--- src/rtl/ieam_pkg.sv ---
// Package with the request types, step codes and byte roles of the EEPROM master.
`timescale 1ns / 1ps
package ieam_pkg;
  localparam logic [9:0]  PhaseTicksReset = 10'd40;
  localparam logic [9:0]  SampleTicksReset = 10'd16;
  localparam logic [19:0] WriteWaitReset = 20'd40000;

  localparam logic [1:0] REG_PHASE  = 2'd0;
  localparam logic [1:0] REG_SAMPLE = 2'd1;
  localparam logic [1:0] REG_WWAIT  = 2'd2;

  localparam logic [1:0] REQ_NONE  = 2'd0;
  localparam logic [1:0] REQ_PROBE = 2'd1;
  localparam logic [1:0] REQ_WRITE = 2'd2;
  localparam logic [1:0] REQ_READ  = 2'd3;

  typedef enum logic [4:0] {
    ST_IDLE, ST_SA, ST_SB, ST_SC, ST_SD, ST_SE,
    ST_WA, ST_WB, ST_WC,
    ST_KA, ST_KB, ST_KC, ST_KD, ST_KE,
    ST_WAITDATA,
    ST_RA, ST_RB, ST_RC,
    ST_AA, ST_AB, ST_AC, ST_AD,
    ST_PA, ST_PB, ST_PC, ST_PD,
    ST_WW
  } step_t;

  typedef enum logic [2:0] {
    ROLE_DEVW, ROLE_HI, ROLE_LO, ROLE_DATA, ROLE_DEVR
  } role_t;

  typedef struct packed {
    logic [1:0]  req_type;
    logic [6:0]  dev_addr;
    logic [15:0] mem_addr;
    logic [7:0]  byte_count;
    logic [7:0]  wr_data;
    logic        wr_data_valid;
    logic        sda_in;
  } in_item_t;

  typedef struct packed {
    logic       scl;
    logic       sda_out;
    logic       sda_oe;
    logic [7:0] rd_data;
    logic       rd_valid;
    logic       rd_last;
    logic       wr_data_request;
    logic       busy_res;
    logic       done_res;
    logic       status;
  } out_item_t;
endpackage

--- src/rtl/i2c_eeprom_access_master_unit.sv ---
// Top level of the tick-driven I2C master for EEPROMs with 16-bit addressing.
//
// Usage: every request on the input channel is one timing tick. It carries
// the sampled SDA level and, while the block is idle, a command (probe,
// write or read). Each accepted request yields exactly one result request
// that holds the bus levels (SCL, SDA drive and enable), any byte read,
// the write byte request and the busy, done and status flags.
// The tick is worked on in the cycle it is accepted; its result goes to the
// output register, or to the skid register while the output stalls.
// Throughput is one request per cycle while input ready is high; the
// phase and sample tick registers set how many ticks each bus phase lasts.
// When the receiver stalls, the result waits in the output register and a
// single skid register absorbs one more tick, so input ready only drops
// once both are full; no tick is lost or repeated.
// Reset (synchronous, active high) returns the sequencer to idle, releases
// the timing counter, drives SCL and SDA high and loads the register
// defaults: 40 ticks per phase, 16 sample ticks and a 40000-tick write wait.
// Configuration writes are taken in any cycle outside reset through the write port;
// indexes beyond the register list are ignored.
`timescale 1ns / 1ps
module i2c_eeprom_access_master_unit (
  input  logic                clk,
  input  logic                rst,
  input  logic                in_valid,
  output logic                in_ready,
  input  ieam_pkg::in_item_t  in_data,
  output logic                out_valid,
  input  logic                out_ready,
  output ieam_pkg::out_item_t out_data,
  input  logic                cfg_we,
  input  logic [1:0]          cfg_index,
  input  logic [19:0]         cfg_wdata
);
  logic [9:0]  phase_ticks;
  logic [9:0]  sample_ticks;
  logic [19:0] write_wait_ticks;

  ieam_pkg::step_t step, step_next;
  ieam_pkg::role_t role, role_next;
  logic [19:0] tick_count, tick_count_next;
  logic [3:0]  bit_index, bit_index_next;
  logic [7:0]  shift_byte, shift_byte_next;
  logic [7:0]  bytes_left, bytes_left_next;
  logic [15:0] saved_mem_addr, saved_mem_addr_next;
  logic [6:0]  saved_dev_addr, saved_dev_addr_next;
  logic [1:0]  op_kind, op_kind_next;
  logic        nack, nack_next, fail, fail_next;
  logic        lvl_scl, lvl_scl_next, lvl_sda, lvl_sda_next, lvl_oe, lvl_oe_next;
  ieam_pkg::out_item_t res;

  // Output register plus skid register.
  logic                out_full, skid_full;
  ieam_pkg::out_item_t skid_data;
  logic                accept;

  assign in_ready  = !skid_full;
  assign accept    = in_valid && in_ready;
  assign out_valid = out_full;

  always_ff @(posedge clk) begin
    if (rst) begin
      phase_ticks      <= ieam_pkg::PhaseTicksReset;
      sample_ticks     <= ieam_pkg::SampleTicksReset;
      write_wait_ticks <= ieam_pkg::WriteWaitReset;
    end else if (cfg_we) begin
      unique case (cfg_index)
        ieam_pkg::REG_PHASE:  phase_ticks      <= cfg_wdata[9:0];
        ieam_pkg::REG_SAMPLE: sample_ticks     <= cfg_wdata[9:0];
        ieam_pkg::REG_WWAIT:  write_wait_ticks <= cfg_wdata;
        default: ;
      endcase
    end
  end

  // Sequencer: on each accepted tick the phase count runs down, and once it is out
  // a step is taken; a step may fall through into the next one within the same
  // tick, as the bus protocol chains them. The chains are short and bounded, so they are unrolled as six passes.
  always_comb begin
    logic [19:0] ph, sm;
    logic        go;
    ph = (phase_ticks == 10'd0) ? 20'd0 : {10'd0, phase_ticks - 10'd1};
    sm = (sample_ticks == 10'd0) ? 20'd0 : {10'd0, sample_ticks - 10'd1};
    step_next = step; role_next = role; tick_count_next = tick_count;
    bit_index_next = bit_index; shift_byte_next = shift_byte;
    bytes_left_next = bytes_left; saved_mem_addr_next = saved_mem_addr;
    saved_dev_addr_next = saved_dev_addr; op_kind_next = op_kind;
    nack_next = nack; fail_next = fail;
    lvl_scl_next = lvl_scl; lvl_sda_next = lvl_sda; lvl_oe_next = lvl_oe;
    res = '0;
    go = 1'b0;
    if (tick_count != 20'd0) begin
      tick_count_next = tick_count - 20'd1;
    end else begin
      go = 1'b1;
    end
    for (int pass = 0; pass < 6; pass++) begin
      if (go) begin
        go = 1'b0;
        unique case (step_next)
          ieam_pkg::ST_IDLE: begin
            if (in_data.req_type != ieam_pkg::REQ_NONE) begin
              op_kind_next = in_data.req_type;
              saved_dev_addr_next = in_data.dev_addr;
              saved_mem_addr_next = in_data.mem_addr;
              bytes_left_next = (in_data.byte_count == 8'd0) ? 8'd1 : in_data.byte_count;
              fail_next = 1'b0; nack_next = 1'b0;
              role_next = ieam_pkg::ROLE_DEVW;
              step_next = ieam_pkg::ST_SA;
              go = 1'b1;
            end
          end
          ieam_pkg::ST_SA: begin
            lvl_oe_next = 1'b1; lvl_sda_next = 1'b1;
            tick_count_next = ph; step_next = ieam_pkg::ST_SB;
          end
          ieam_pkg::ST_SB: begin
            lvl_scl_next = 1'b1; tick_count_next = ph; step_next = ieam_pkg::ST_SC;
          end
          ieam_pkg::ST_SC: begin
            lvl_sda_next = 1'b0; tick_count_next = ph; step_next = ieam_pkg::ST_SD;
          end
          ieam_pkg::ST_SD: begin
            lvl_scl_next = 1'b0; tick_count_next = ph; step_next = ieam_pkg::ST_SE;
          end
          ieam_pkg::ST_SE: begin
            shift_byte_next = {saved_dev_addr_next, role_next == ieam_pkg::ROLE_DEVR};
            bit_index_next = 4'd0; step_next = ieam_pkg::ST_WA; go = 1'b1;
          end
          ieam_pkg::ST_WA: begin
            lvl_oe_next = 1'b1; lvl_sda_next = shift_byte_next[7];
            tick_count_next = ph; step_next = ieam_pkg::ST_WB;
          end
          ieam_pkg::ST_WB: begin
            lvl_scl_next = 1'b1; tick_count_next = ph; step_next = ieam_pkg::ST_WC;
          end
          ieam_pkg::ST_WC: begin
            lvl_scl_next = 1'b0; tick_count_next = ph;
            shift_byte_next = {shift_byte_next[6:0], 1'b0};
            bit_index_next = bit_index_next + 4'd1;
            step_next = (bit_index_next >= 4'd8) ? ieam_pkg::ST_KA : ieam_pkg::ST_WA;
          end
          ieam_pkg::ST_KA: begin
            lvl_oe_next = 1'b0; lvl_sda_next = 1'b0;
            tick_count_next = ph; step_next = ieam_pkg::ST_KB;
          end
          ieam_pkg::ST_KB: begin
            lvl_scl_next = 1'b1; tick_count_next = sm; step_next = ieam_pkg::ST_KC;
          end
          ieam_pkg::ST_KC: begin
            nack_next = in_data.sda_in; tick_count_next = sm; step_next = ieam_pkg::ST_KD;
          end
          ieam_pkg::ST_KD: begin
            lvl_scl_next = 1'b0; tick_count_next = ph; step_next = ieam_pkg::ST_KE;
          end
          ieam_pkg::ST_KE: begin
            go = 1'b1;
            if (nack_next) begin
              fail_next = 1'b1; step_next = ieam_pkg::ST_PA;
            end else if (role_next == ieam_pkg::ROLE_DEVW) begin
              if (op_kind_next == ieam_pkg::REQ_PROBE) begin
                step_next = ieam_pkg::ST_PA;
              end else begin
                role_next = ieam_pkg::ROLE_HI;
                shift_byte_next = saved_mem_addr_next[15:8];
                bit_index_next = 4'd0; step_next = ieam_pkg::ST_WA;
              end
            end else if (role_next == ieam_pkg::ROLE_HI) begin
              role_next = ieam_pkg::ROLE_LO;
              shift_byte_next = saved_mem_addr_next[7:0];
              bit_index_next = 4'd0; step_next = ieam_pkg::ST_WA;
            end else if (role_next == ieam_pkg::ROLE_LO) begin
              if (op_kind_next == ieam_pkg::REQ_WRITE) begin
                role_next = ieam_pkg::ROLE_DATA; step_next = ieam_pkg::ST_WAITDATA;
                go = 1'b0;
              end else begin
                role_next = ieam_pkg::ROLE_DEVR; step_next = ieam_pkg::ST_SA;
              end
            end else if (role_next == ieam_pkg::ROLE_DATA) begin
              bytes_left_next = bytes_left_next - 8'd1;
              if (bytes_left_next == 8'd0) begin
                step_next = ieam_pkg::ST_PA;
              end else begin
                step_next = ieam_pkg::ST_WAITDATA; go = 1'b0;
              end
            end else begin
              bit_index_next = 4'd0; shift_byte_next = 8'd0; step_next = ieam_pkg::ST_RA;
            end
          end
          ieam_pkg::ST_WAITDATA: begin
            if (in_data.wr_data_valid) begin
              shift_byte_next = in_data.wr_data; bit_index_next = 4'd0;
              step_next = ieam_pkg::ST_WA; go = 1'b1;
            end
          end
          ieam_pkg::ST_RA: begin
            lvl_oe_next = 1'b0; lvl_sda_next = 1'b0; lvl_scl_next = 1'b1;
            tick_count_next = sm; step_next = ieam_pkg::ST_RB;
          end
          ieam_pkg::ST_RB: begin
            shift_byte_next = {shift_byte_next[6:0], in_data.sda_in};
            tick_count_next = sm; step_next = ieam_pkg::ST_RC;
          end
          ieam_pkg::ST_RC: begin
            lvl_scl_next = 1'b0; tick_count_next = ph;
            bit_index_next = bit_index_next + 4'd1;
            step_next = (bit_index_next >= 4'd8) ? ieam_pkg::ST_AA : ieam_pkg::ST_RA;
          end
          ieam_pkg::ST_AA: begin
            lvl_oe_next = 1'b1; lvl_sda_next = (bytes_left_next <= 8'd1);
            res.rd_valid = 1'b1; res.rd_data = shift_byte_next;
            res.rd_last = (bytes_left_next <= 8'd1);
            tick_count_next = ph; step_next = ieam_pkg::ST_AB;
          end
          ieam_pkg::ST_AB: begin
            lvl_scl_next = 1'b1; tick_count_next = ph; step_next = ieam_pkg::ST_AC;
          end
          ieam_pkg::ST_AC: begin
            lvl_scl_next = 1'b0; tick_count_next = ph; step_next = ieam_pkg::ST_AD;
          end
          ieam_pkg::ST_AD: begin
            bytes_left_next = bytes_left_next - 8'd1;
            go = 1'b1;
            if (bytes_left_next == 8'd0) begin
              step_next = ieam_pkg::ST_PA;
            end else begin
              bit_index_next = 4'd0; shift_byte_next = 8'd0; step_next = ieam_pkg::ST_RA;
            end
          end
          ieam_pkg::ST_PA: begin
            lvl_oe_next = 1'b1; lvl_sda_next = 1'b0;
            tick_count_next = ph; step_next = ieam_pkg::ST_PB;
          end
          ieam_pkg::ST_PB: begin
            lvl_scl_next = 1'b1; tick_count_next = ph; step_next = ieam_pkg::ST_PC;
          end
          ieam_pkg::ST_PC: begin
            lvl_sda_next = 1'b1; tick_count_next = ph; step_next = ieam_pkg::ST_PD;
          end
          ieam_pkg::ST_PD: begin
            if (!fail_next && op_kind_next == ieam_pkg::REQ_WRITE &&
                write_wait_ticks != 20'd0) begin
              tick_count_next = write_wait_ticks - 20'd1;
              step_next = ieam_pkg::ST_WW;
            end else begin
              step_next = ieam_pkg::ST_IDLE;
              res.done_res = 1'b1; res.status = fail_next;
            end
          end
          ieam_pkg::ST_WW: begin
            step_next = ieam_pkg::ST_IDLE;
            res.done_res = 1'b1; res.status = fail_next;
          end
          default: step_next = ieam_pkg::ST_IDLE;
        endcase
      end
    end
    res.scl = lvl_scl_next;
    res.sda_out = lvl_oe_next & lvl_sda_next;
    res.sda_oe = lvl_oe_next;
    res.wr_data_request = (step_next == ieam_pkg::ST_WAITDATA);
    res.busy_res = (step_next != ieam_pkg::ST_IDLE);
  end

  always_ff @(posedge clk) begin
    if (rst) begin
      step <= ieam_pkg::ST_IDLE; role <= ieam_pkg::ROLE_DEVW;
      tick_count <= '0; bit_index <= '0; shift_byte <= '0; bytes_left <= '0;
      saved_mem_addr <= '0; saved_dev_addr <= '0; op_kind <= '0;
      nack <= 1'b0; fail <= 1'b0;
      lvl_scl <= 1'b1; lvl_sda <= 1'b1; lvl_oe <= 1'b1;
    end else if (accept) begin
      step <= step_next; role <= role_next;
      tick_count <= tick_count_next; bit_index <= bit_index_next;
      shift_byte <= shift_byte_next; bytes_left <= bytes_left_next;
      saved_mem_addr <= saved_mem_addr_next; saved_dev_addr <= saved_dev_addr_next;
      op_kind <= op_kind_next; nack <= nack_next; fail <= fail_next;
      lvl_scl <= lvl_scl_next; lvl_sda <= lvl_sda_next; lvl_oe <= lvl_oe_next;
    end
  end

  // The output register takes a new result when empty or draining; a result
  // that arrives while it is stalled goes to the skid register.
  always_ff @(posedge clk) begin
    if (rst) begin
      out_full <= 1'b0; skid_full <= 1'b0;
    end else begin
      if (!out_full || out_ready) begin
        if (skid_full) begin
          out_full <= 1'b1; skid_full <= accept;
        end else begin
          out_full <= accept;
        end
      end else if (accept) begin
        skid_full <= 1'b1;
      end
    end
  end

  always_ff @(posedge clk) begin
    if (!out_full || out_ready) begin
      if (skid_full) begin
        out_data <= skid_data;
        if (accept) skid_data <= res;
      end else if (accept) begin
        out_data <= res;
      end
    end else if (accept) begin
      skid_data <= res;
    end
  end
endmodule

--- config.mk ---
export PLATFORM = sky130hd
export DESIGN_NAME = i2c_eeprom_access_master_unit
export DESIGN_NICKNAME = d
export VERILOG_FILES = /design/src/rtl/ieam_pkg.sv /design/src/rtl/i2c_eeprom_access_master_unit.sv
export SDC_FILE = /design/constraint.sdc
export NUM_CORES = 1
export LEC_CHECK = 0
export CAP_MARGIN = 20
export CELL_PAD_IN_SITES_DETAIL_PLACEMENT = 0
export CELL_PAD_IN_SITES_GLOBAL_PLACEMENT = 1
export CORE_MARGIN = 3
export CORE_UTILIZATION = 48
export DETAILED_ROUTE_END_ITERATION = 6
export DONT_BUFFER_PORTS = 1
export HOLD_SLACK_MARGIN = 0.12
export PLACE_DENSITY = 0.77
export SKIP_LAST_GASP = 1
export SLEW_MARGIN = 25
export SYNTH_ARGS = -nofsm -noshare
export SYNTH_HDL_FRONTEND = slang
export SYNTH_SLANG_ARGS = --single-unit
--- constraint.sdc ---
create_clock -name clk -period 4.15 [get_ports clk]
set_input_delay 0.415 -clock clk [delete_from_list [all_inputs] [get_ports clk]]
set_output_delay 0.415 -clock clk [all_outputs]
set_load 0.02 [all_outputs]
# Word-level counts from Yosys, hierarchy flattened
# Index checks and enable logic that the tools add are counted.
# totals
reg_bits	154
inputBits	70
out_inout_bits	19
wordCells	935
# classes
add_sub_neg	16
magnitude_cmp	12
n_eq_ne	196
muxes	558
bitwise_logic	1
reduce_logical	113
# op_table
cell	count
5-bit case mux with 26 select lines	6
8-bit 2-to-1 mux	97
5-bit 2-to-1 mux	78
20-bit case mux with 3 select lines	6
5-bit == test, second input constant	66
16-bit 2-to-1 mux	18
8-bit case mux with 6 select lines	6
4-bit 2-to-1 mux	66
20-bit 2-to-1 mux	13
5-bit by 4-bit == test with 1-bit output, second input constant	49
3-bit 2-to-1 mux	48
8-bit case mux with 3 select lines	6
10-bit 2-to-1 mux	14
7-bit 2-to-1 mux	18
5-bit by 3-bit == test with 1-bit output, second input constant	24
4-bit case mux with 5 select lines	6
16-bit OR reduction	6
1-bit 2-to-1 mux	94
17-bit 2-to-1 mux	5
4-bit OR reduction	18
5-bit by 2-bit == test with 1-bit output, second input constant	12
2-bit 2-to-1 mux	30
8-bit logical NOT	7
8-bit by 1-bit <= comparator with 1-bit output, second input constant	6
31 further kinds	197

# Depth between registers and ports, before layout
# Gate-level depths: netlist of run 1.
# depth
depth_word	54
depth_mapped	13
depth_no_buf	11

# Worst setup path before layout of run 1
# No wires, ideal clock.
# synth_path
path_type	reg-to-reg
from	register bytes_left[1]
to	register out_data[15] (netlist bit), data pin
setup_time_ns	0.268
arrival_time_ns	2.872
required_time_ns	3.882
path_slack_ns	1.010
stages_incl_launch_ff	13
path_buffers	1
period_less_slack_ns	3.140
cell_sequence	dfxtp_1 -> clkbuf_1 -> inv_1 -> ha_1 -> or3b_4 -> or4_4 -> nand4b_1 -> o21ai_0 -> or3b_2 -> a21oi_1 -> o22ai_2 -> a31oi_2 -> o31ai_2
# synth_between
elab_chain_cells	49
word_cells_on_any_way	506
cone_classes	add/sub (9); order compare (10); eq/ne (123); mux (315); bitwise (1); reduce/logical (48)
# synth_rtl
item	line	rtl
start, declared	i2c_eeprom_access_master_unit.sv:43	logic [7:0] bytes_left, bytes_left_next;
start signal, assigned	i2c_eeprom_access_master_unit.sv:274	shift_byte <= shift_byte_next; bytes_left <= bytes_left_next;
8-bit by 1-bit subtractor with 8-bit output	i2c_eeprom_access_master_unit.sv:179, i2c_eeprom_access_master_unit.sv:221	
8-bit 2-to-1 mux	i2c_eeprom_access_master_unit.sv:178	end else if (role_next == ieam_pkg::ROLE_DATA) begin
8-bit 2-to-1 mux	i2c_eeprom_access_master_unit.sv:171	end else if (role_next == ieam_pkg::ROLE_LO) begin
8-bit 2-to-1 mux	i2c_eeprom_access_master_unit.sv:167	end else if (role_next == ieam_pkg::ROLE_HI) begin
8-bit 2-to-1 mux	i2c_eeprom_access_master_unit.sv:159	end else if (role_next == ieam_pkg::ROLE_DEVW) begin
8-bit 2-to-1 mux	i2c_eeprom_access_master_unit.sv:157	if (nack_next) begin
8-bit case mux with 3 select lines	i2c_eeprom_access_master_unit.sv:99	unique case (step_next)
8-bit 2-to-1 mux	i2c_eeprom_access_master_unit.sv:97	if (go) begin
[... 33 more ...]	--	
5-bit 2-to-1 mux	i2c_eeprom_access_master_unit.sv:97	
5-bit == test (tied with other cells)	i2c_eeprom_access_master_unit.sv:99	
4-bit OR reduction (no source line) / 2-bit OR reduction (equally long branches)	--	
1-bit case mux with 4 select lines / 1-bit case mux with 2 select lines (equally long branches)	i2c_eeprom_access_master_unit.sv:99	
1-bit 2-to-1 mux	i2c_eeprom_access_master_unit.sv:97	
1-bit bitwise AND *	i2c_eeprom_access_master_unit.sv:258	res.sda_out = lvl_oe_next & lvl_sda_next;
17-bit 2-to-1 mux *	i2c_eeprom_access_master_unit.sv:304	end else if (accept) begin
17-bit 2-to-1 mux *	i2c_eeprom_access_master_unit.sv:301	if (skid_full) begin
end signal, assigned	i2c_eeprom_access_master_unit.sv:302	out_data <= skid_data;
end signal, assigned	i2c_eeprom_access_master_unit.sv:305	out_data <= res;
end, declared	i2c_eeprom_access_master_unit.sv:29	output ieam_pkg::out_item_t out_data,
# Every way passes the cells marked *; elsewhere a longest branch is shown, timed or not. The select of a mux whose other input is x is not followed.
# A chain may end at the register's enable or synchronous reset.

# Worst setup path after layout of run 1
# Same ends and word-level chain as after synthesis.

==> summary.txt, run 1 <==
STA
  – Setup Skew: 11.7 ps
  – Min Clock Period, post-route: 3620 ps
  – Fin crit share: 0.872
  – Total negative slack: 0 ps
  – Slew Limit Headroom: 0.336
  – Tightest hold margin: around 130 ps
  – Final Hold Vio Count: 0
  – Final slew viol count: 0
  – Fmax: 276 MHz
  – Final Setup Violations: 0
  – Slew @ Worst Pin: between 900 and 1000 ps
  – RSZ-0062 raised after global routing: no

Synthesis
  – EDFF count, synth: 34
  – Synth Flop Type: dfxtp_1
  – Post-synth ARST share: 0
  – Post-synth net total: 1264
  – Seq/Total Area, Yosys: 0.365
  – Distinct cells, synth: 96
  – Gate Count Post-Synth: ~1200
  – Yosys reg bits: around 150
  – Yosys warns: 0
  – Syn Area/Cell: 7.92 um2
  – Post-Syn Area: 0.00939 mm2

Power and ir drop
  – Clock Power Share: 0.324
  – Lkg Pwr: 3.73 nW
  – Maximum vdd drop: 0.321 mV
  – Switching power total: 1.86 mW
  – Net Sw Frac: 0.363
  – Pwr/cell area: 481 mW/mm2
  – Sequential power share: 0.354
  – P_int: 3.26 mW
  – Combinational fraction of design power: 0.323

Min path
  – Hold WC Path Type: primary input to register
  – WHS Path Cells: 2

Route
  – TritonRoute pass-1 iters: 6
  – Vias: ~9000
  – Antenna Violating Nets Remaining: 0
  – DRC: 0
  – WL final: around 29000 um
  – Vias/cell: 6.08
  – WL per Instance: approximately 20 um
  – DRT iter0 DRCs: 969

Global route
  – First-pass GRT wire length: around 46000 um
  – Initial antenna violation count: 0
  – Largest net degree at the start of global routing: 100
  – Vias in the first global route: 8320
  – GRT Resource Usage Total: 0.269
  – GRT overflow: 0

Clocking
  – Clock transition at path regs: 70 ps
  – Total CTS buffers: 17
  – Clk_lat worst skew: 430 ps
  – Clock Path Buffers: 2
  – TritonCTS clock tree: built
  – Post-CTS setup repair buffer count: 0
  – Clk root buf: clkbuf_16
  – Num Clock Sinks: 154
  – H-tree depth: 4

Floorplanning
  – Initial Util: 0.495
  – Die width: 146 um
  – Core Area: 0.0190 mm2
  – FP Rows: 50
  – Die Area: 0.0213 mm2
  – Die H: 146 um
  – Io pins: between 80 and 90

Critical path
  – R2R Path Start: bytes_left[1]$_SDFFE_PP0P_
  – R2R cell count: 11
  – Reg2Reg Setup Slack: approximately 530 ps
  – Worst Setup Start Kind: register
  – CP startpoint: bytes_left[1]$_SDFFE_PP0P_
  – Crit Path Max Fanout: 6
  – Reg2reg end: out_data[15]$_DFFE_PP_
  – Critical Path RT: about 4300 ps
  – Crit path kind: register to register
  – Crit path DAT: approximately 3800 ps
  – Critical Path Sink: out_data[15]$_DFFE_PP_
  – CP Capture Type: register

Place
  – Routability Congestion: 0.929
  – Port bufs: 0
  – Post-DP HPWL: around 21000 um

Job
  – Max-cap violations: 0

Cells and area
  – Fin util: 0.561
  – # diodes: 0
  – Area growth, synth to finish: 13.2%
  – Nets@finish: around 1300
  – Share of layout cells above drive strength 1: 0.100

Run status
  – Outcome: finished, final reports clean
## critical path, cell delays in order (launching register included)
cell,delay (ps)
dfxtp_1,370
inv_1,100
ha_1,250
or3b_4,420
or4_4,460
nand4b_1,200
o21ai_0,210
or3b_2,500
a21oi_1,350
o22ai_2,140
a31oi_2,270
o31ai_2,90
## registers in the layout (all words and copies together), names as in the netlist, 2 cells and up
name              flops
tick_count           20
write_wait_ticks     20
out_data             17
skid_data            17
saved_mem_addr       16
phase_ticks          10
sample_ticks         10
bytes_left            8
shift_byte            8
saved_dev_addr        7
step                  5
bit_index             4
role                  3
op_kind               2
## Yosys cell counts (all sizes together) (18+ instances only)
library cell  number  area (um2)
nand3             29         145
clkbuf            58         218
o21ai             64         320
dfxtp            120        2400
mux2i             29         290
xnor2             23         201
edfxtp            34        1020
inv               18        67.6
nand2            164         616
nor2             145         549
nand2b            18         120
buf               18        93.8
a21oi            103         519
nor3              60         310
## power groups by stage
stage	Combinational [mW]	Sequential, mW	Clock (mW)
final	1.65	1.81	1.65
after global routing	1.82	1.82	1.73
after CTS	1.62	1.80	1.68
after detailed placement	1.56	1.84	0
after global placement	1.57	1.83	0
after floorplan	1.25	1.78	0
## cells in the final DEF (no fill, tap or decap), types with 18 or more instances in the layout
cell / synthesis / layout
edfxtp_1: 34 / 34
dfxtp_1: 120 / 120
xnor2_1: 23 / 23
a21oi_1: 102 / 102
o21ai_0: 61 / 61
nor3_1: 58 / 58
dlygate4sd3_1: 0 / 33
mux2i_1: 29 / 29
nor2_1: 143 / 143
nand3_1: 29 / 29
buf_4: 3 / 31
clkbuf_16: 0 / 18
nand2_1: 164 / 164
## logic make-up after synthesis
group                      after synthesis  synth area share
AOI/OAI and AO/OA                      313             0.220
xor gates and xnor gates                36            0.0336
buffers and inverters                   97            0.0416
DFF                                    154             0.365
and+or+nand+nor                        533             0.280
muxes                                   45            0.0501
adders and majority gates                8            0.0107
## stage by stage
stage | setup WS (ps) | std cells | power [mW] | cell area (um2)
3_5_place_dp | 595 | 1401 | 3.40 | 9640
4_1_cts | 574 | 1467 | 5.10 | 10600
6_report | 531 | 1467 | 5.11 | 10600
2_1_floorplan | 1010 | 1186 | 3.02 | 9390
5_1_grt | 337 | 1467 | 5.38 | 10600
3_3_place_gp | 680 | 1401 | 3.40 | 9640
## area by class of cell
type,instances,area [um2]
timing repair buffer,65,591
clock buffer,22,495
fill,1788,8330
multi-input combinational,935,5580
sequential,154,3420
tap,260,325
clock inverter,10,129
inverter,21,78.8
## worst min-delay path by stage
stage                                        start                         endpoint
CTS                                    in_data[29]  saved_mem_addr[11]$_SDFFE_PP0P_
global placement    saved_dev_addr[0]$_SDFFE_PP0P_   saved_dev_addr[0]$_SDFFE_PP0P_
floorplan           saved_dev_addr[6]$_SDFFE_PP0P_   saved_dev_addr[6]$_SDFFE_PP0P_
global route                           in_data[29]  saved_mem_addr[11]$_SDFFE_PP0P_
detailed placement  saved_dev_addr[1]$_SDFFE_PP0P_   saved_dev_addr[1]$_SDFFE_PP0P_
finish                                cfg_wdata[8]     sample_ticks[8]$_SDFFE_PP0P_
## metal layers
metal	up-vias	global-route usage	routed length, um
li1	4326	-	-
met1	4193	0.406	14000
met2	357	0.399	12600
met3	42	0.0417	2040
met4	0	0.0693	495
met5	-	0	0
## repair_timing
item,CTS,global route
resized for setup,0,0
endpoints found under the setup margin,0,0
hold buffers,34,0
endpoints found under the hold margin,107,0
Note: power is estimated with default switching activity, not from simulation.
==> inputs of run 2 (changes only) <==
--- a/config.mk
+++ b/config.mk
@@ -8,6 +8,7 @@
 export CAP_MARGIN = 20
 export CELL_PAD_IN_SITES_DETAIL_PLACEMENT = 0
 export CELL_PAD_IN_SITES_GLOBAL_PLACEMENT = 1
+export CORE_ASPECT_RATIO = 0.5
 export CORE_MARGIN = 3
 export CORE_UTILIZATION = 48
 export DETAILED_ROUTE_END_ITERATION = 6
==> run 2 against run 1 <==
  * Final cell count is essentially flat
  * First-iteration DRC count fell by 4.0%
  * Fmax is 1.2% lower
  * Global-route usage rose by 1.2 points
  * Setup slack worse by 42 ps
  * Register-to-register slack worse by 40 ps
  * Critical path type unchanged
==> summary.txt, run 2 (same netlist as run 1, synthesis figures left out) <==
Clocking
  – Clock Path Buffers: 2 (unchanged)
  – Num Clock Sinks: 154 (unchanged)
  – TritonCTS clock tree: built (unchanged)
  – Clock transition at path regs: 70 ps (about the same)
  – H-tree depth: 4 (unchanged)
  – Clk root buf: clkbuf_16 (unchanged)
  – Post-CTS sizing: 0 (unchanged)
  – Total CTS buffers: 17 (unchanged)
  – Clk_lat worst skew: 450 ps (was 430 ps)

Floorplanning
  – Io pins: 89 (unchanged)
  – Die width: 204 um (was 146 um)
  – FP Rows: 35 (was 50)
  – Initial Util: 0.500 (was 0.495)
  – Die H: 105 um (was 146 um)
  – Die Area: 0.0214 mm2 (was 0.0213 mm2)
  – Core Area: 0.0188 mm2 (was 0.0190 mm2)

Global route
  – First-pass GRT wire length: 47300 um (was 46200 um)
  – GRT overflow: 0 (unchanged)
  – GRT Resource Usage Total: 0.281 (was 0.269)
  – Vias in the first global route: 8454 (was 8320)
  – Initial antenna violation count: 0 (unchanged)
  – Largest net degree at the start of global routing: 100 (unchanged)

Min path
  – Hold WC Path Type: primary input to register (unchanged)

Run status
  – Outcome: finished, final reports clean (unchanged)

Place
  – Port bufs: 0 (unchanged)
  – Routability Congestion: 0.949 (was 0.929)
  – Setup WS pre-CTS: 610 ps (was 595 ps)
  – Post-DP HPWL: 21200 um (was 20600 um)
  – Cell Count Post-Placement: 1397 (was 1401)

Route
  – DRT iter0 DRCs: 930 (was 969)
  – DRC: 0 (unchanged)
  – Vias/cell: 6.14 (was 6.08)
  – WL final: 30000 um (was 29100 um)
  – Vias: 9015 (was 8918)
  – WL per Instance: 20.4 um (was 19.8 um)
  – TritonRoute pass-1 iters: 6 (unchanged)
  – Antenna Violating Nets Remaining: 0 (unchanged)

Critical path
  – Crit path DAT: 3930 ps (was 3790 ps)
  – Slowest cell delay on critical path: 730 ps (was 500 ps)
  – CP top delay family: compound AO/OA/AOI/OAI gates (was simple AND/OR/NAND/NOR gates)
  – Crit path kind: register to register (unchanged)
  – Critical Path RT: 4420 ps (was 4320 ps)
  – Worst Setup Start Kind: register (unchanged)
  – Crit Path Max Fanout: 8 (was 6)
  – Worst path cell trace: inv_1 -> ha_1 -> or3b_4 -> o31ai_1 -> nand4b_1 -> a211oi_1 -> a221oi_4 -> a211o_1 -> a21oi_1 -> nor2_2 -> o31ai_2 (was inv_1 -> ha_1 -> or3b_4 -> or4_4 -> nand4b_1 -> o21ai_0 -> or3b_2 -> a21oi_1 -> o22ai_2 -> a31oi_2 -> o31ai_2)
  – CP Capture Type: register (unchanged)
  – Slowest cell on crit path: a211oi_1 (was or3b_2)
  – Crit path buf inv count: 1 (unchanged)

Cells and area
  – Area growth, synth to finish: 12.8% (was 13.2%)
  – # diodes: 0 (unchanged)
  – Share of layout cells above drive strength 1: 0.0976 (was 0.100)
  – Nets@finish: 1274 (was 1272)
  – Most common cell after layout, fill and taps aside: nand2_1 (unchanged)
  – Final std cells w/o fill: 1468 (was 1467)
  – Top flop regs: tick_count: 20 flops, write_wait_ticks: 20 flops (unchanged)
  – Fin util: 0.564 (was 0.561)
  – Most frequent cells in the layout: nand2_1 (164), nor2_1 (143), dfxtp_1 (120), a21oi_1 (102), o21ai_0 (61) (unchanged)

Job
  – Max-cap violations: 0 (unchanged)

STA
  – Final Hold Vio Count: 0 (unchanged)
  – RSZ-0062 raised after global routing: no (unchanged)
  – Setup Skew: 13.4 ps (was 11.7 ps)
  – Slew @ Worst Pin: 1010 ps (was 991 ps)
  – Setup ws final: 489 ps (was 531 ps)
  – Fin crit share: 0.882 (was 0.872)
  – Fmax: 273 MHz (was 276 MHz)
  – Total negative slack: 0 ps (unchanged)
  – Min Clock Period, post-route: 3660 ps (was 3620 ps)
  – Slew Limit Headroom: 0.319 (was 0.336)
  – Final Setup Violations: 0 (unchanged)
  – Final slew viol count: 0 (unchanged)

Power and ir drop
  – Maximum vdd drop: 0.301 mV (was 0.321 mV)
  – Lkg Pwr: 3.70 nW (was 3.73 nW)
  – Pwr/cell area: 473 mW/mm2 (was 481 mW/mm2)
## run 2: cell count changes in the layout (fill, tap and decap cells not counted), sizes merged
cell         delta
inv             +3
clkinvlp        +3
buf             -2
clkinv          -1
dlygate4sd3     +4
clkbuf          -4
bufinv          -1
## run 2: area by class of cell
class	instances	area, um2
clock inverters	14	136
repair buffers	67	613
clock buffers	18	429
flip-flops and latches	154	3420
multi-input cells	935	5590
fillers	1776	8190
inverters	21	78.8
well taps	259	324
## run 2: metal layers
metal	GRT usage	part of all wire
met3	0.0716	0.066
met2	0.451	0.46
met4	0.0873	0.024
met5	0	0
met1	0.372	0.45
## run 2: where the power goes
group | switching, mW | leakage, nW | internal [mW] | total, mW
sequential | 0.169 | 1.30 | 1.65 | 1.82
combinational | 1.04 | 2.13 | 0.622 | 1.66
clock | 0.689 | 0.264 | 0.837 | 1.53
## run 2: final timing paths
| kind | slack [ps] | endpoint | start | cells after the start |
|---|---|---|---|---|
| worst max-delay path | 490 | out_data[15]$_DFFE_PP_ | bytes_left[0]$_SDFFE_PP0P_ | 11 |
| worst min-delay path | 140 | saved_mem_addr[8]$_SDFFE_PP0P_ | in_data[26] | 2 |
| worst max register to register | 490 | out_data[15]$_DFFE_PP_ | bytes_left[0]$_SDFFE_PP0P_ | 11 |
| worst min register to register | 460 | saved_mem_addr[1]$_SDFFE_PP0P_ | saved_mem_addr[1]$_SDFFE_PP0P_ | 2 |
## run 2: repair_timing
action,4_1_cts,5_1_grt
endpoints found under the hold margin,107,0
buffers inserted,0,0
hold buffers,38,0
## run 2: through the flow
| step | hold slack, ps | total power, mW | instance area (um2) |
|---|---|---|---|
| after global routing | 136 | 5.27 | 10600 |
| after CTS | 120 | 5.01 | 10600 |
| final | 136 | 5.01 | 10600 |
| after floorplan | 436 | 3.02 | 9390 |
| after global placement | 442 | 3.40 | 9620 |
| after detailed placement | 445 | 3.42 | 9620 |
==> inputs of run 3 (changes only) <==
--- a/config.mk
+++ b/config.mk
@@ -5,16 +5,16 @@
 export SDC_FILE = /design/constraint.sdc
 export NUM_CORES = 1
 export LEC_CHECK = 0
+export BUFFER_PORTS_ARGS = -buffer_cell sky130_fd_sc_hd__buf_2
 export CAP_MARGIN = 20
 export CELL_PAD_IN_SITES_DETAIL_PLACEMENT = 0
 export CELL_PAD_IN_SITES_GLOBAL_PLACEMENT = 1
 export CORE_ASPECT_RATIO = 0.5
 export CORE_MARGIN = 3
-export CORE_UTILIZATION = 48
+export CORE_UTILIZATION = 45
 export DETAILED_ROUTE_END_ITERATION = 6
-export DONT_BUFFER_PORTS = 1
 export HOLD_SLACK_MARGIN = 0.12
-export PLACE_DENSITY = 0.77
+export PLACE_DENSITY_LB_ADDON = 0.1
 export SKIP_LAST_GASP = 1
 export SLEW_MARGIN = 25
 export SYNTH_ARGS = -nofsm -noshare
==> run 3 against run 2 <==
  * Sequential power about the same
  * Design area is 1.0% higher
  * Worst hold slack better by 44 ps
  * Power grew 2.2%
  * Critical endpoint unchanged
  * Clock power is 6% higher
  * Combinational power up 2%
  * Critical path depth is the same
  * Final cell count grew 3.9%
  * Largest cell class unchanged
  * Largest power group unchanged
  * Wire length is 2.1% lower
==> summary.txt, run 3 (same netlist as run 1, synthesis figures left out) <==
STA
  – Setup Skew: 11.8 ps (was 13.4 ps)
  – Fin crit share: 0.881 (was 0.882)
  – Slew Limit Headroom: 0.321 (was 0.319)
  – Slew @ Worst Pin: 1010 ps (about the same)
  – Fmax: 273 MHz (about the same)
  – Total negative slack: 0 ps (unchanged)
  – Setup ws final: 493 ps (was 489 ps)
  – Final slew viol count: 0 (unchanged)
  – Min Clock Period, post-route: 3660 ps (about the same)
  – RSZ-0062 raised after global routing: no (unchanged)
  – Final Setup Violations: 0 (unchanged)
  – Tightest hold margin: 180 ps (was 136 ps)
  – Final Hold Vio Count: 0 (unchanged)

Route
  – DRT iter0 DRCs: 774 (was 930)
  – WL per Instance: 19.2 um (was 20.4 um)
  – Vias/cell: 5.98 (was 6.14)
  – Antenna Violating Nets Remaining: 0 (unchanged)
  – WL final: 29400 um (was 30000 um)
  – TritonRoute pass-1 iters: 5 (was 6)
  – Vias: 9121 (was 9015)
  – DRC: 0 (unchanged)

Clocking
  – Total CTS buffers: 17 (unchanged)
  – Clock transition at path regs: 60 ps (was 70 ps)
  – Post-CTS sizing: 0 (unchanged)
  – Post-CTS setup repair buffer count: 0 (unchanged)
  – Num Clock Sinks: 154 (unchanged)
  – Clk_lat worst skew: 450 ps (about the same)
  – TritonCTS clock tree: built (unchanged)
  – Clock Path Buffers: 2 (unchanged)
  – H-tree depth: 4 (unchanged)
  – Clk root buf: clkbuf_16 (unchanged)
  – Post-cts hold buffer count: 0 (was 38)

Place
  – Routability Congestion: 0.953 (was 0.949)
  – Post-DP HPWL: 21700 um (was 21200 um)
  – Port bufs: 88 (was 0)
  – Setup WS pre-CTS: 641 ps (was 610 ps)

Floorplanning
  – FP Rows: 36 (was 35)
  – Core Area: 0.0200 mm2 (was 0.0188 mm2)
  – Die Area: 0.0227 mm2 (was 0.0214 mm2)
  – Initial Util: 0.471 (was 0.500)
  – Io pins: 89 (unchanged)
  – Die H: 108 um (was 105 um)
  – Die width: 210 um (was 204 um)

Global route
  – GRT Resource Usage Total: 0.263 (was 0.281)
  – Initial antenna violation count: 0 (unchanged)
  – Met1 Use GR: 0.353 (was 0.372)
  – Vias in the first global route: 8795 (was 8454)
  – GRT met2 Usage: 0.434 (was 0.451)
  – Met3 usage: 0.0432 (was 0.0716)
  – GR peak layer: met2 (unchanged)
  – Largest net degree at the start of global routing: 53 (was 100)
  – GRT overflow: 0 (unchanged)
  – First-pass GRT wire length: 47300 um (about the same)

Power and ir drop
  – Switching power total: 1.88 mW (was 1.90 mW)
  – Net Sw Frac: 0.367 (was 0.379)
  – Sequential power share: 0.350 (was 0.364)
  – Lkg Pwr: 3.91 nW (was 3.70 nW)
  – Combinational fraction of design power: 0.333 (was 0.332)
  – Maximum vdd drop: 0.264 mV (was 0.301 mV)
  – P_int: 3.24 mW (was 3.11 mW)
  – Pwr/cell area: 478 mW/mm2 (was 473 mW/mm2)
  – Clock Power Share: 0.317 (was 0.305)

Cells and area
  – # diodes: 0 (unchanged)
  – Nets@finish: 1324 (was 1274)
  – Top flop regs: tick_count: 20 flops, write_wait_ticks: 20 flops (unchanged)
  – Share of layout cells above drive strength 1: 0.164 (was 0.0976)
  – Most common cell after layout, fill and taps aside: nand2_1 (unchanged)
  – Most frequent cells in the layout: nand2_1 (164), nor2_1 (143), dfxtp_1 (120), a21oi_1 (102), buf_2 (87) (was nand2_1 (164), nor2_1 (143), dfxtp_1 (120), a21oi_1 (102), o21ai_0 (61))
  – Reg area: 0.00342 mm2 (unchanged)
  – Area growth, synth to finish: 14.0% (was 12.8%)
  – Fill cell count: 1966 (was 1776)
  – Multi-input logic area: 0.00559 mm2 (unchanged)

Min path
  – Hold WC Path Type: primary input to register (unchanged)

Critical path
  – Slowest cell on crit path: a211oi_1 (unchanged)
  – Crit path kind: register to register (unchanged)
  – Crit path buf inv count: 1 (unchanged)
  – CP top delay family: compound AO/OA/AOI/OAI gates (unchanged)
  – Reg2Reg Setup Slack: 490 ps (about the same)
  – Slowest cell delay on critical path: 720 ps (was 730 ps)
  – Worst path cell trace: inv_1 -> ha_1 -> or3b_4 -> o31ai_1 -> nand4b_1 -> a211oi_1 -> a221oi_4 -> a211o_1 -> a21oi_1 -> nor2_2 -> o31ai_2 (unchanged)
  – Crit path DAT: 3930 ps (about the same)
  – Worst Setup Start Kind: register (unchanged)
  – CP Capture Type: register (unchanged)
  – Crit Path Max Fanout: 8 (unchanged)
  – Critical Path RT: 4430 ps (was 4420 ps)

Job
  – Max-cap violations: 0 (unchanged)

Run status
  – Outcome: finished, final reports clean (unchanged)
run 3: cell count changes in the layout (fill, tap and decap cells not counted), sizes merged:
| cell | before | now |
|---|---|---|
| dlygate4sd3 | 37 | 0 |
| clkinvlp | 4 | 3 |
| buf | 30 | 117 |
| clkbuf | 18 | 23 |
| inv | 24 | 22 |
| clkinv | 6 | 4 |
run 3: per-stage QoR:
stage	std cells	area, um2	power (mW)	util
final	1525	10700	5.12	0.536
after global routing	1525	10700	5.39	0.536
after CTS	1525	10700	5.11	0.536
after detailed placement	1493	10100	3.49	0.505
after global placement	1493	10100	3.47	0.505
after floorplan	1186	9390	3.02	-
run 3: path summary, 6_finish.rpt:
path / start / to / cells after the start
setup / recovery: bytes_left[0]$_SDFFE_PP0P_ / out_data[15]$_DFFE_PP_ / 11
hold / removal: cfg_wdata[12] / write_wait_ticks[12]$_SDFFE_PP1P_ / 3
setup reg to reg: bytes_left[0]$_SDFFE_PP0P_ / out_data[15]$_DFFE_PP_ / 11
hold reg to reg: saved_mem_addr[10]$_SDFFE_PP0P_ / saved_mem_addr[10]$_SDFFE_PP0P_ / 2
run 3: power groups by stage:
stage	Clock, mW	Combinational [mW]	Sequential [mW]
after floorplan	0	1.25	1.78
after global placement	0	1.65	1.81
after detailed placement	0	1.67	1.82
after CTS	1.65	1.68	1.79
after global routing	1.72	1.86	1.81
final	1.62	1.70	1.79
run 3: layout make-up:
cell class                      count  share of cell area
Sequential cell                   154               0.320
Clock inverter                      9             0.00900
Tap cell                          266              0.0311
Inverter                           21             0.00737
Timing Repair Buffer              117              0.0617
Multi-Input combinational cell    935               0.522
Clock buffer                       23              0.0486
run 3: worst register-to-register path, cell delays in order (launching register included):
cell,delay (ps)
dfxtp_1,380
inv_1,90
ha_1,240
or3b_4,420
o31ai_1,500
nand4b_1,170
a211oi_1,720
a221oi_4,100
a211o_1,360
a21oi_1,190
nor2_2,110
o31ai_2,220
run 3: layer usage:
layer	wire length, um	vias up
li1	-	4435
met1	13600	4338
met2	13200	293
met3	1770	55
met4	682	0
met5	0	-
